==> config.mk <==
export PLATFORM = sky130hd
export DESIGN_NAME = open_addressing_hash_table
export DESIGN_NICKNAME = d
export VERILOG_FILES = /design/src/hw/rtl/oaht_pkg.sv /design/src/hw/rtl/open_addressing_hash_table.sv /design/src/hw/rtl/oaht_urem.sv /design/src/hw/rtl/oaht_slots.sv
export SDC_FILE = /design/constraint.sdc
export NUM_CORES = 1
export LEC_CHECK = 0
export ABC_AREA = 1
export BUFFER_PORTS_ARGS = -buffer_cell sky130_fd_sc_hd__buf_2
export CAP_MARGIN = 25
export CORE_AREA = 4 4 243 245
export DETAILED_ROUTE_END_ITERATION = 7
export DIE_AREA = 0 0 247 249
export GPL_ROUTABILITY_DRIVEN = 0
export MAX_ROUTING_LAYER = met4
export PLACE_DENSITY = 0.66
export SYNTH_ARGS = -nofsm -noshare
export SYNTH_HDL_FRONTEND = slang
export SYNTH_SLANG_ARGS = --single-unit
==> constraint.sdc <==
create_clock -name i_clk -period 10 [get_ports i_clk]
set_clock_uncertainty 0.05 [all_clocks]
set_input_delay 2 -clock i_clk [delete_from_list [all_inputs] [get_ports i_clk]]
set_output_delay 2 -clock i_clk [all_outputs]
set_load 0.03 [all_outputs]
==> src/hw/rtl/oaht_pkg.sv <==
// Shared types, codes and small helper functions of the open-addressing hash table.
`default_nettype none

package oaht_pkg;

    // Field widths
    localparam int KEY_W  = 32;
    localparam int SIZE_W = 5;
    localparam int MODE_W = 2;
    localparam int OP_W   = 2;
    localparam int POS_W  = 4;
    localparam int CFG_IDX_W  = 1;
    localparam int CFG_DATA_W = 5;

    // Operation codes
    localparam logic [OP_W-1:0] OP_CLEAR  = 2'd0;
    localparam logic [OP_W-1:0] OP_INSERT = 2'd1;
    localparam logic [OP_W-1:0] OP_SEARCH = 2'd2;

    // Probe modes (the spare code probes linearly)
    localparam logic [MODE_W-1:0] MODE_LINEAR = 2'd0;
    localparam logic [MODE_W-1:0] MODE_QUAD   = 2'd1;
    localparam logic [MODE_W-1:0] MODE_DOUBLE = 2'd2;

    // Configuration register indexes
    localparam logic [CFG_IDX_W-1:0] CFG_PROBE_MODE = 1'd0;
    localparam logic [CFG_IDX_W-1:0] CFG_TABLE_SIZE = 1'd1;

    // Reset values of the configuration registers
    localparam logic [MODE_W-1:0] PROBE_MODE_RST = MODE_LINEAR;
    localparam logic [SIZE_W-1:0] TABLE_SIZE_RST = 5'd7;

    // Slot store control word
    typedef struct packed {
        logic rd;   // read used flag and key at the address
        logic wr;   // store key and mark the slot used
        logic clr;  // free every slot
    } t_slot_op;

    // (a + b) mod m for a, b < m
    function automatic logic [SIZE_W-1:0] mod_add(input logic [SIZE_W-1:0] a,
                                                  input logic [SIZE_W-1:0] b,
                                                  input logic [SIZE_W-1:0] m);
        logic [SIZE_W:0] sum;
        sum = {1'b0, a} + {1'b0, b};
        if (sum >= {1'b0, m}) begin
            sum = sum - {1'b0, m};
        end
        return sum[SIZE_W-1:0];
    endfunction

    // 5 mod m for m >= 1
    function automatic logic [SIZE_W-1:0] five_mod(input logic [SIZE_W-1:0] m);
        logic [SIZE_W-1:0] res;
        case (m)
            5'd1:    res = 5'd0;
            5'd2:    res = 5'd1;
            5'd3:    res = 5'd2;
            5'd4:    res = 5'd1;
            5'd5:    res = 5'd0;
            default: res = 5'd5;
        endcase
        return res;
    endfunction

endpackage

`default_nettype wire

==> src/hw/rtl/open_addressing_hash_table.sv <==
// Top level of the open-addressing hash table: sequencer, configuration and result port.
//
// Raise start with an opcode and key while busy is low. Clear and the unused
// opcode answer in the next cycle. Insert and search first take the key's
// remainder by the table size in a bit-serial unit, then set up the probe,
// then probe slots in turn (a read of the slot store, then a check), at most
// m probes, where m is the table size in use (zero counts as one, larger
// values stop at TABLE_DEPTH). The result appears for exactly one cycle with
// o_done and cannot be held off, so take it when o_done is high. The
// configuration port is ready only while the block is idle and start is low.
`default_nettype none

module open_addressing_hash_table
    import oaht_pkg::*;
#(
    parameter int TABLE_DEPTH = 16
)(
    input  wire logic                  i_clk,
    input  wire logic                  i_rst_n,
    input  wire logic                  start,
    output logic                       busy,
    input  wire logic [OP_W-1:0]       i_opcode,
    input  wire logic signed [KEY_W-1:0] i_key,
    output logic                       o_done,
    output logic                       o_status,
    output logic [POS_W-1:0]           o_position,
    input  wire logic                  i_cfg_valid,
    output logic                       o_cfg_ready,
    input  wire logic [CFG_IDX_W-1:0]  i_cfg_index,
    input  wire logic [CFG_DATA_W-1:0] i_cfg_data
);

    // only slots below the largest usable size are ever reached
    localparam int MAX_M  = (TABLE_DEPTH < 31) ? TABLE_DEPTH : 31;
    localparam int SLOT_W = $clog2(MAX_M);
    localparam logic [SIZE_W-1:0] MAX_M_S = SIZE_W'(MAX_M);

    typedef enum logic [2:0] {
        ST_IDLE,
        ST_REM,
        ST_INIT,
        ST_PROBE,
        ST_CHECK
    } t_state;

    t_state            r_state, n_state;
    logic [MODE_W-1:0] r_mode;
    logic [SIZE_W-1:0] r_size;
    logic [OP_W-1:0]   r_op, n_op;
    logic [KEY_W-1:0]  r_key, n_key;
    logic              r_neg, n_neg;
    logic [SIZE_W-1:0] r_m, n_m;
    logic [SIZE_W-1:0] r_slot, n_slot;
    logic [SIZE_W-1:0] r_step, n_step;
    logic [SIZE_W-1:0] r_i, n_i;
    logic              r_done, n_done;
    logic              r_status, n_status;
    logic [POS_W-1:0]  r_pos, n_pos;

    logic              accept;
    logic [SIZE_W-1:0] m_eff;
    logic [KEY_W-1:0]  key_mag;
    logic              rem_start;
    logic              rem_done;
    logic [SIZE_W-1:0] rem;
    logic [SIZE_W-1:0] h;
    logic [SIZE_W-1:0] c5;
    logic [SIZE_W-1:0] g;
    logic [SIZE_W-1:0] two_m;
    logic [SIZE_W-1:0] last_i;
    t_slot_op          slot_op;
    logic              slot_used;
    logic [KEY_W-1:0]  slot_key;

    // configuration registers, taken only between items
    assign o_cfg_ready = (r_state == ST_IDLE) && !start;

    always_ff @(posedge i_clk) begin
        if (!i_rst_n) begin
            r_mode <= PROBE_MODE_RST;
            r_size <= TABLE_SIZE_RST;
        end else if (i_cfg_valid && o_cfg_ready) begin
            unique case (i_cfg_index)
                CFG_PROBE_MODE: r_mode <= i_cfg_data[MODE_W-1:0];
                CFG_TABLE_SIZE: r_size <= i_cfg_data[SIZE_W-1:0];
                default: ;
            endcase
        end
    end

    // modulus in use: zero acts as one, saturate at the table depth
    always_comb begin
        if (r_size == '0) begin
            m_eff = SIZE_W'(1);
        end else if (r_size > MAX_M_S) begin
            m_eff = MAX_M_S;
        end else begin
            m_eff = r_size;
        end
    end

    assign accept  = start && (r_state == ST_IDLE);
    assign key_mag = i_key[KEY_W-1] ? (~i_key + 1'b1) : i_key;
    assign rem_start = accept && ((i_opcode == OP_INSERT) || (i_opcode == OP_SEARCH));

    oaht_urem u_urem (
        .i_clk      (i_clk),
        .i_rst_n    (i_rst_n),
        .i_start    (rem_start),
        .i_dividend (key_mag),
        .i_divisor  (m_eff),
        .o_done     (rem_done),
        .o_rem      (rem)
    );

    // base hash, non-negative remainder
    assign h = (r_neg && (rem != '0)) ? (r_m - rem) : rem;

    // double-hash step (5 - h) mod m, with h held in r_slot
    assign c5 = five_mod(r_m);
    always_comb begin
        if (c5 >= r_slot) begin
            g = c5 - r_slot;
        end else begin
            g = SIZE_W'({1'b0, c5} + {1'b0, r_m} - {1'b0, r_slot});
        end
    end

    // quadratic step grows by 2 mod m
    assign two_m  = (r_m <= SIZE_W'(2)) ? '0 : SIZE_W'(2);
    assign last_i = r_m - 1'b1;

    // sequencer
    always_comb begin
        n_state  = r_state;
        n_op     = r_op;
        n_key    = r_key;
        n_neg    = r_neg;
        n_m      = r_m;
        n_slot   = r_slot;
        n_step   = r_step;
        n_i      = r_i;
        n_done   = 1'b0;
        n_status = r_status;
        n_pos    = r_pos;
        slot_op  = '0;

        unique case (r_state)
            ST_IDLE: begin
                if (accept) begin
                    n_op  = i_opcode;
                    n_key = i_key;
                    n_neg = i_key[KEY_W-1];
                    n_m   = m_eff;
                    unique case (i_opcode) inside
                        OP_CLEAR: begin
                            slot_op.clr = 1'b1;
                            n_done   = 1'b1;
                            n_status = 1'b0;
                            n_pos    = '0;
                        end
                        OP_INSERT, OP_SEARCH: begin
                            n_state = ST_REM;
                        end
                        default: begin
                            n_done   = 1'b1;
                            n_status = 1'b1;
                            n_pos    = '0;
                        end
                    endcase
                end
            end
            ST_REM: begin
                if (rem_done) begin
                    n_slot  = h;
                    n_state = ST_INIT;
                end
            end
            ST_INIT: begin
                n_i = '0;
                case (r_mode)
                    MODE_QUAD:   n_step = two_m;
                    MODE_DOUBLE: n_step = g;
                    default:     n_step = (r_m == SIZE_W'(1)) ? '0 : SIZE_W'(1);
                endcase
                n_state = ST_PROBE;
            end
            ST_PROBE: begin
                slot_op.rd = 1'b1;
                n_state    = ST_CHECK;
            end
            ST_CHECK: begin
                if (!slot_used) begin
                    // free slot ends both insert and search
                    n_done  = 1'b1;
                    n_state = ST_IDLE;
                    if (r_op == OP_INSERT) begin
                        slot_op.wr = 1'b1;
                        n_status   = 1'b0;
                        n_pos      = r_slot[POS_W-1:0];
                    end else begin
                        n_status = 1'b1;
                        n_pos    = '0;
                    end
                end else if ((r_op == OP_SEARCH) && (slot_key == r_key)) begin
                    n_done   = 1'b1;
                    n_state  = ST_IDLE;
                    n_status = 1'b0;
                    n_pos    = r_slot[POS_W-1:0];
                end else if (r_i == last_i) begin
                    // every probe used up: full or not found
                    n_done   = 1'b1;
                    n_state  = ST_IDLE;
                    n_status = 1'b1;
                    n_pos    = '0;
                end else begin
                    n_i    = r_i + 1'b1;
                    n_slot = mod_add(r_slot, r_step, r_m);
                    if (r_mode == MODE_QUAD) begin
                        n_step = mod_add(r_step, two_m, r_m);
                    end
                    n_state = ST_PROBE;
                end
            end
            default: begin
                n_state = ST_IDLE;
            end
        endcase
    end

    // state and registered outputs
    always_ff @(posedge i_clk) begin
        if (!i_rst_n) begin
            r_state <= ST_IDLE;
            r_done  <= 1'b0;
        end else begin
            r_state <= n_state;
            r_done  <= n_done;
        end
        r_op     <= n_op;
        r_key    <= n_key;
        r_neg    <= n_neg;
        r_m      <= n_m;
        r_slot   <= n_slot;
        r_step   <= n_step;
        r_i      <= n_i;
        r_status <= n_status;
        r_pos    <= n_pos;
    end

    oaht_slots #(
        .DEPTH (MAX_M)
    ) u_slots (
        .i_clk   (i_clk),
        .i_rst_n (i_rst_n),
        .i_op    (slot_op),
        .i_addr  (r_slot[SLOT_W-1:0]),
        .i_key   (r_key),
        .o_used  (slot_used),
        .o_key   (slot_key)
    );

    assign busy       = (r_state != ST_IDLE);
    assign o_done     = r_done;
    assign o_status   = r_status;
    assign o_position = r_pos;

endmodule

`default_nettype wire

==> src/hw/rtl/oaht_urem.sv <==
// Bit-serial unsigned remainder of a 32-bit magnitude by the table size.
`default_nettype none

module oaht_urem
    import oaht_pkg::*;
(
    input  wire logic              i_clk,
    input  wire logic              i_rst_n,
    input  wire logic              i_start,
    input  wire logic [KEY_W-1:0]  i_dividend,
    input  wire logic [SIZE_W-1:0] i_divisor,
    output logic                   o_done,
    output logic [SIZE_W-1:0]      o_rem
);

    localparam int CNT_W = $clog2(KEY_W);

    logic [KEY_W-1:0]  r_dvd;
    logic [SIZE_W-1:0] r_div;
    logic [SIZE_W-1:0] r_rem;
    logic [CNT_W-1:0]  r_cnt;
    logic              r_busy;
    logic              r_done;
    logic [SIZE_W:0]   trial;
    logic [SIZE_W:0]   n_rem;

    // one dividend bit per cycle, restoring step
    always_comb begin
        trial = {r_rem, r_dvd[KEY_W-1]};
        if (trial >= {1'b0, r_div}) begin
            n_rem = trial - {1'b0, r_div};
        end else begin
            n_rem = trial;
        end
    end

    // control
    always_ff @(posedge i_clk) begin
        if (!i_rst_n) begin
            r_busy <= 1'b0;
            r_done <= 1'b0;
            r_cnt  <= '0;
        end else begin
            r_done <= 1'b0;
            if (i_start) begin
                r_busy <= 1'b1;
                r_cnt  <= '0;
            end else if (r_busy) begin
                r_cnt <= r_cnt + 1'b1;
                if (r_cnt == CNT_W'(KEY_W - 1)) begin
                    r_busy <= 1'b0;
                    r_done <= 1'b1;
                end
            end
        end
    end

    // datapath
    always_ff @(posedge i_clk) begin
        if (i_start) begin
            r_dvd <= i_dividend;
            r_div <= i_divisor;
            r_rem <= '0;
        end else if (r_busy) begin
            r_dvd <= {r_dvd[KEY_W-2:0], 1'b0};
            r_rem <= n_rem[SIZE_W-1:0];
        end
    end

    assign o_done = r_done;
    assign o_rem  = r_rem;

endmodule

`default_nettype wire

==> src/hw/rtl/oaht_slots.sv <==
// Slot store: key memory with registered read and per-slot used flags.
`default_nettype none

module oaht_slots
    import oaht_pkg::*;
#(
    parameter  int DEPTH = 16,
    localparam int AW    = (DEPTH > 1) ? $clog2(DEPTH) : 1
)(
    input  wire logic             i_clk,
    input  wire logic             i_rst_n,
    input  wire t_slot_op         i_op,
    input  wire logic [AW-1:0]    i_addr,
    input  wire logic [KEY_W-1:0] i_key,
    output logic                  o_used,
    output logic [KEY_W-1:0]      o_key
);

    logic [KEY_W-1:0] mem [DEPTH];
    logic [DEPTH-1:0] r_used;
    logic             r_used_rd;
    logic [KEY_W-1:0] r_key_rd;

    // used flags, freed by reset or clear
    always_ff @(posedge i_clk) begin
        if (!i_rst_n) begin
            r_used <= '0;
        end else if (i_op.clr) begin
            r_used <= '0;
        end else if (i_op.wr) begin
            r_used[i_addr] <= 1'b1;
        end
    end

    // registered reads
    always_ff @(posedge i_clk) begin
        if (i_op.rd) begin
            r_used_rd <= r_used[i_addr];
            r_key_rd  <= mem[i_addr];
        end
    end

    // key memory write port
    always_ff @(posedge i_clk) begin
        if (i_op.wr) begin
            mem[i_addr] <= i_key;
        end
    end

    assign o_used = r_used_rd;
    assign o_key  = r_key_rd;

endmodule

`default_nettype wire
==> key figures, run 1 <==
GRT
  • GRT Resource Usage Total: 22.8%
  • First-pass GRT wire length: between 100 and 150 mm
  • Largest net degree at the start of global routing: between 70 and 80
  • Initial antenna violation count: 0
  • Vias in the first global route: approximately 18000
  • Total grt overflow: 0

CTS
  • CTS tree: built
  • Clk Latency, worst-skew pair: a little over 0.6 ns
  • Max clock buf depth: 3
  • Total CTS buffers: between 60 and 70
  • CTS sink cnt: around 700
  • Resized Gates After CTS: 0
  • CTS root buf: clkbuf_16
  • Post-CTS Hold Buffers: 0
  • Clk slew on worst S/H paths: about 0.060 ns
  • Htree depth: 3
  • Post-CTS Setup Bufs: 0

Synthesis
  • Synth Area in Adders: ~2.6%
  • Area of the mapped netlist: about 0.028 sq mm
  • Post-Syn Nets: ~2200
  • Largest family of logic cells by synthesized area: compound AO/OA/AOI/OAI gates
  • Multiplexer share of the synthesized area: 0%
  • Post-Synth XOR/XNOR Area: between 1.5 and 2%
  • Sequential area share after synthesis: 70.8%
  • Synthesized flop and latch total: about 700
  • Avg Cell Area, Syn: around 13 sq um
  • Synth Area in Simple Gates: slightly below 9%
  • Yosys warns: 0
  • Compound-Gate Fraction of Synth Area: 12.2%
  • Distinct cell type count after synthesis: 46
  • Syn Inst Count: between 2000 and 2500

Layout
  • Finished Cell Area: around 0.032 sq mm
  • Syn-to-layout area delta: 11.7%
  • Fin nets: between 2000 and 2500
  • Layout cells sized above 1: between 10% and 20%
  • Antenna Cells: 0
  • Fillers: approximately 4600

Floorplanning
  • Total die area: about 0.062 sq mm
  • Chip Width: roughly 250 um
  • Io pins: 52
  • Die H: between 200 and 250 um
  • Core Area: between 0.05 and 0.06 sq mm
  • # rows: 88
  • Initial Utilization: between 40% and 50%

Detailed routing
  • ANT nets after route: 0
  • Via density: 5.85
  • Drt total wl: around 69 mm
  • DR vias: ~18000
  • Drt wl/cell: about 23 um
  • Iter 0 DRT Violations: between 1500 and 2000
  • Drt pass-1 iters: 5
  • DRC errors left: 0

Worst setup path
  • Critical path class: in2out
  • Type of origin of the critical path: input pin
  • Worst Path Arrival: ~2.5 ns
  • Crit. End Element: primary output
  • Req. time, crit path: 7.95 ns
  • CP max FO: 3
  • Flop-to-flop setup slack: about 6.4 ns

Placed design
  • Post-DP HPWL: slightly below 40 mm
  • Post-DP Area: 0.0294 sq mm
  • Post-place setup slack: about 5.4 ns
  • Port bufs: about 50

Timing
  • Unrepaired setup endpoints after global routing: no
  • F_max: around 0.22 GHz
  • # setup viols final: 0
  • Final Cycle Share: 45.5%
  • Final-report hold violation count: 0
  • Worst setup margin: ~5.4 ns
  • Max_slew headroom: about 30%
  • Setup TNS: 0 ns
  • Minimum clock period: 4.55 ns
  • Max Transition Viols Final: 0
  • Tightest Pin Transition: 1.05 ns

Pwr
  • PD cells: 246 mW/mm^2
  • Worst VDD drop: between 0.00015 and 0.0002 V
  • Design Power: between 7 and 8 mW
  • P_leak: approximately 11 nW

Worst hold path
  • HP Class: reg2reg

Outcome
  • Status: completed

Run
  • MaxCap Viol Count: 0
[flip-flops by register name, summed over array words and instances, names as in the netlist, 16 cells and up]
signal	cells
u_urem.r_dvd	32
u_slots.mem	512
r_key	32
u_slots.r_used	16
u_slots.o_key	32
[cell families after synthesis]
family | Yosys count
DFF | 680
AOI/OAI and AO/OA | 529
adders and majority gates | 54
and+or+nand+nor | 565
buffers and inverters | 257
xor gates and xnor gates | 52
[placed cells by master, fill, tap and decap left out, types with 4 or more instances in the layout]
cell	instances
edfxtp_1	641
nand2_1	249
a22oi_1	244
a21oi_1	181
inv_1	157
nor2_1	118
clkbuf_16	72
o21ai_0	61
nand3_1	60
buf_2	51
ha_1	45
dfxtp_1	39
or3_1	33
buf_4	29
xor2_1	28
xnor2_1	24
a22oi_2	20
nor2_4	19
clkbuf_1	18
or2_1	16
clkinv_2	14
inv_2	13
nand4_1	13
or2_2	13
nor3_1	12
or2_0	12
fa_1	9
o211ai_1	7
clkinv_1	7
nand3b_1	5
o31ai_1	4
[where the power goes]
group          total (mW)  switching [mW]  internal (mW)
sequential           3.60           0.206           3.39
clock                2.45            1.07           1.38
combinational        1.72            1.13          0.593
[through the flow]
stage                     hold slack [ns]  util (%)  cells
final                               0.424      55.3   3019
after global routing                0.446      55.3   3019
after CTS                           0.424      55.2   3018
after detailed placement            0.410      51.5   2897
after global placement              0.400      51.5   2896
after floorplan                     0.391         -   2137
[final timing paths]
| path | endpoint | depth (start not counted) | startpoint |
|---|---|---|---|
| max | o_cfg_ready | 3 | start |
| max reg2reg | u_slots.mem[4][23] | 9 | r_state[2] |
| min reg2reg | u_slots.r_used[9] | 2 | u_slots.r_used[9] |
| min | u_slots.r_used[9] | 2 | u_slots.r_used[9] |
[layout make-up]
class / instances / area [sq um] / share of cell area [%]
clock buffer: 90 / 1870 / 5.92
clock inverter: 31 / 269 / 0.852
tap: 765 / 957 / 3.03
sequential: 680 / 20000 / 63.4
timing repair buffer: 82 / 513 / 1.62
multi-input combinational: 1200 / 7300 / 23.1
inverter: 171 / 644 / 2.04
[synthesized netlist by cell type (all sizes together)]
cell type / number / share of area [%]
o41ai: 1 / 0.031
a21boi: 1 / 0.027
edfxtp: 641 / 68
clkbuf: 38 / 0.50
nor2: 140 / 2.0
a21o: 1 / 0.027
fa: 9 / 0.64
o31ai: 4 / 0.11
nor3b: 2 / 0.053
dfxtp: 39 / 2.8
o211ai: 7 / 0.19
xnor2: 24 / 0.74
a41oi: 1 / 0.031
a22oi: 264 / 7.4
o2111ai: 1 / 0.031
or3: 33 / 0.73
nor3: 14 / 0.27
nand2: 252 / 3.4
a21oi: 181 / 3.2
or2: 41 / 0.91
clkinv: 1 / 0.013
inv: 170 / 2.3
nand4: 13 / 0.29
ha: 45 / 2.0
o22ai: 1 / 0.022
buf: 48 / 1.0
nand3b: 5 / 0.13
xor2: 28 / 0.87
nand3: 61 / 1.1
nor4: 2 / 0.044
o21ai: 64 / 1.1
and3: 2 / 0.044
a211oi: 2 / 0.053
a31oi: 1 / 0.022
[layer usage]
metal	up-vias	track usage [%]	wire length [um]
met2	663	36.2	33200
met3	104	2.84	4790
li1	8028	-	-
met4	0	6.19	1390
met5	-	-	0
met1	8861	31.6	29200
[critical path: stages]
cell and delay [ns]:
buf_2 0.11, nor2_1 0.16, buf_2 0.23
Power figures use the tool's default switching activity.
==> run 2, diff against run 1 <==
PLACE_DENSITY = 0.69   (was 0.66)
clock period = 3.88 ns   (was 10 ns; I/O delays follow)
==> run 2 against run 1 <==
Critical path depth increased by 12. Global-route usage grew 0.39 points. Cell count is 0.73% higher. Core utilization increased by 0.71 points. Routed wire length rose by 1.5%. Flip-flop and latch count unchanged. Worst hold slack got worse by 0.11 ns. Design area grew 1.3%. Largest power group unchanged.
==> key figures, run 2 (synthesis gave the netlist of run 1 again) <==
Outcome
  • Status: completed (unchanged)

Timing
  • Final-report hold violation count: 0 (unchanged)
  • # setup viols final: 0 (unchanged)
  • Unrepaired setup endpoints after global routing: no (unchanged)
  • Max_slew headroom: 32.2% (was 30.1%)
  • Setup TNS: 0 ns (unchanged)
  • Max Transition Viols Final: 0 (unchanged)
  • Tightest Pin Transition: 1.02 ns (was 1.05 ns)
  • Fin Hold WS: 0.314 ns (was 0.424 ns)
  • Final Cycle Share: between 80% and 90%
  • Minimum clock period: around 3.4 ns
  • F_max: about 0.3 GHz

GRT
  • First-pass GRT wire length: 106 mm (was 105 mm)
  • GRT Resource Usage Total: 23.2% (was 22.8%)
  • Initial antenna violation count: 1 (was 0)
  • Largest net degree at the start of global routing: 107 (was 79)
  • Vias in the first global route: 17938 (was 17559)
  • Total grt overflow: 0 (unchanged)

Run
  • MaxCap Viol Count: 0 (unchanged)

Layout
  • Commonest non-fill, non-tap cells in the layout: 641 x edfxtp_1, 249 x nand2_1, 244 x a22oi_1 (unchanged)
  • Fin nets: 2320 (was 2302)
  • Multi-input logic area: 0.00730 sq mm (unchanged)
  • Syn-to-layout area delta: 13.1% (was 11.7%)
  • Commonest non-fill, non-tap cell in the layout: edfxtp_1 (unchanged)
  • Final core occ: 56.0% (was 55.3%)
  • Layout cells sized above 1: 12.0% (was 11.2%)
  • Top reg by flops: u_slots.mem (unchanged)
  • Antenna Cells: 0 (unchanged)
  • Flip-flop and latch area: 0.0200 sq mm (unchanged)
  • Fillers: 4502 (was 4561)
  • Max reg flops: 512 (unchanged)

Worst setup path
  • Worst path most repeated cell: nand2_1 (was buf_2)
  • Worst Path Arrival: 3.84 ns (was 2.50 ns)
  • Type of origin of the critical path: register (was input pin)
  • Crit path cell chain: ha_1, nand3_1, a21oi_1, inv_1, nand2_1, inv_1, ha_1, a21o_1, a31oi_1, nand2_1, a21oi_1, nand2_1, nand2_1, nand3_1, nand2_1 (was buf_2, nor2_1, buf_2)
  • Top delay family on crit path: compound AO/OA/AOI/OAI gates (was buffers and inverters)
  • CP max-delay cell: edfxtp_1 (was buf_2)
  • Req. time, crit path: 4.32 ns (was 7.95 ns)
  • Crit. End Element: register (was primary output)
  • Worst path max stage delay: 0.52 ns (was 0.23 ns)
  • WP buf/inv: 2 (unchanged)
  • CP max FO: 8 (was 3)
  • Critical path class: reg2reg (was in2out)

Floorplanning
  • Total die area: 0.0615 sq mm (unchanged)
  • Chip Width: 247 um (unchanged)
  • Die H: 249 um (unchanged)
  • # rows: 88 (unchanged)
  • Initial Utilization: 49.5% (unchanged)
  • Core Area: 0.0571 sq mm (unchanged)
  • Io pins: 52 (unchanged)

Detailed routing
  • Via density: 5.90 (was 5.85)
  • Iter 0 DRT Violations: 2044 (was 1895)
  • ANT nets after route: 0 (unchanged)
  • Drt total wl: 69.7 mm (was 68.6 mm)
  • DRC errors left: 0 (unchanged)
  • Drt wl/cell: 22.9 um (was 22.7 um)
  • DR vias: 17936 (was 17656)
  • Drt pass-1 iters: 5 (unchanged)

Placed design
  • Port bufs: 51 (unchanged)
  • Post-DP HPWL: 40.4 mm (was 39.0 mm)

Worst hold path
  • HP Class: in2reg (was reg2reg)

Pwr
  • PD cells: 639 mW/mm^2 (was 246 mW/mm^2)
  • P_leak: 11.3 nW (was 11.1 nW)
  • Worst VDD drop: 0.000405 V (was 0.000150 V)

CTS
  • Total CTS buffers: 69 (unchanged)
  • CTS root buf: clkbuf_16 (unchanged)
  • Clk slew on worst S/H paths: 0.06 ns (about the same)
  • CTS sink cnt: 680 (unchanged)
  • Clk Latency, worst-skew pair: 0.62 ns (was 0.61 ns)
  • Post-CTS Setup Bufs: 0 (unchanged)
  • Resized Gates After CTS: 0 (unchanged)
  • Htree depth: 3 (unchanged)
  • CTS tree: built (unchanged)
  • Post-CTS Hold Buffers: 0 (unchanged)
  • Max clock buf depth: 3 (unchanged)
## run 2: path summary, 6_finish.rpt
| path | slack, ns | endpoint | cells after the start | from |
|---|---|---|---|---|
| min | 0.31 | r_op[0] | 1 | i_opcode[0] |
| min reg2reg | 0.43 | u_slots.r_used[1] | 2 | u_slots.r_used[1] |
| max | 0.48 | r_slot[2] | 15 | r_slot[2] |
| max reg2reg | 0.48 | r_slot[2] | 15 | r_slot[2] |
## run 2: layer usage
metal	track usage, %	share of wire, %	up-vias
li1	-	-	8079
met1	31.6	41	8914
met2	36.7	48	813
met3	3.25	8.2	130
met4	7.08	2.7	0
met5	-	0	-
## run 2: cell type report
| class | count | share of cell area [%] |
|---|---|---|
| clock inverters | 39 | 1.29 |
| clock buffers | 86 | 5.76 |
| flip-flops and latches | 680 | 62.6 |
| repair buffers | 100 | 2.50 |
| multi-input cells | 1200 | 22.8 |
| inverters | 171 | 2.01 |
| well taps | 765 | 2.99 |
## run 2: worst reg2reg max path: stages (launching register included)
cell,delay (ns)
edfxtp_1,0.52
ha_1,0.42
nand3_1,0.11
a21oi_1,0.20
inv_1,0.06
nand2_1,0.08
inv_1,0.05
ha_1,0.33
a21o_1,0.21
a31oi_1,0.24
nand2_1,0.09
a21oi_1,0.46
nand2_1,0.20
nand2_1,0.11
nand3_1,0.07
nand2_1,0.06
## run 2: where the power goes
| group | total [mW] | switching [mW] | internal [mW] |
|---|---|---|---|
| registers | 9.17 | 0.430 | 8.74 |
| logic | 4.68 | 3.05 | 1.63 |
| clock network | 6.59 | 2.79 | 3.81 |
## run 2: per-stage QoR
step                      setup WS (ns)  cells  power, mW  instance area, sq um
after floorplan                   0.400   2137       12.5                 28300
after global placement            0.593   2916       13.8                 29700
after detailed placement          0.478   2916       13.9                 29700
after CTS                         0.469   3041       20.5                 32000
after global routing             0.0930   3041       21.4                 32000
final                             0.478   3041       20.4                 32000
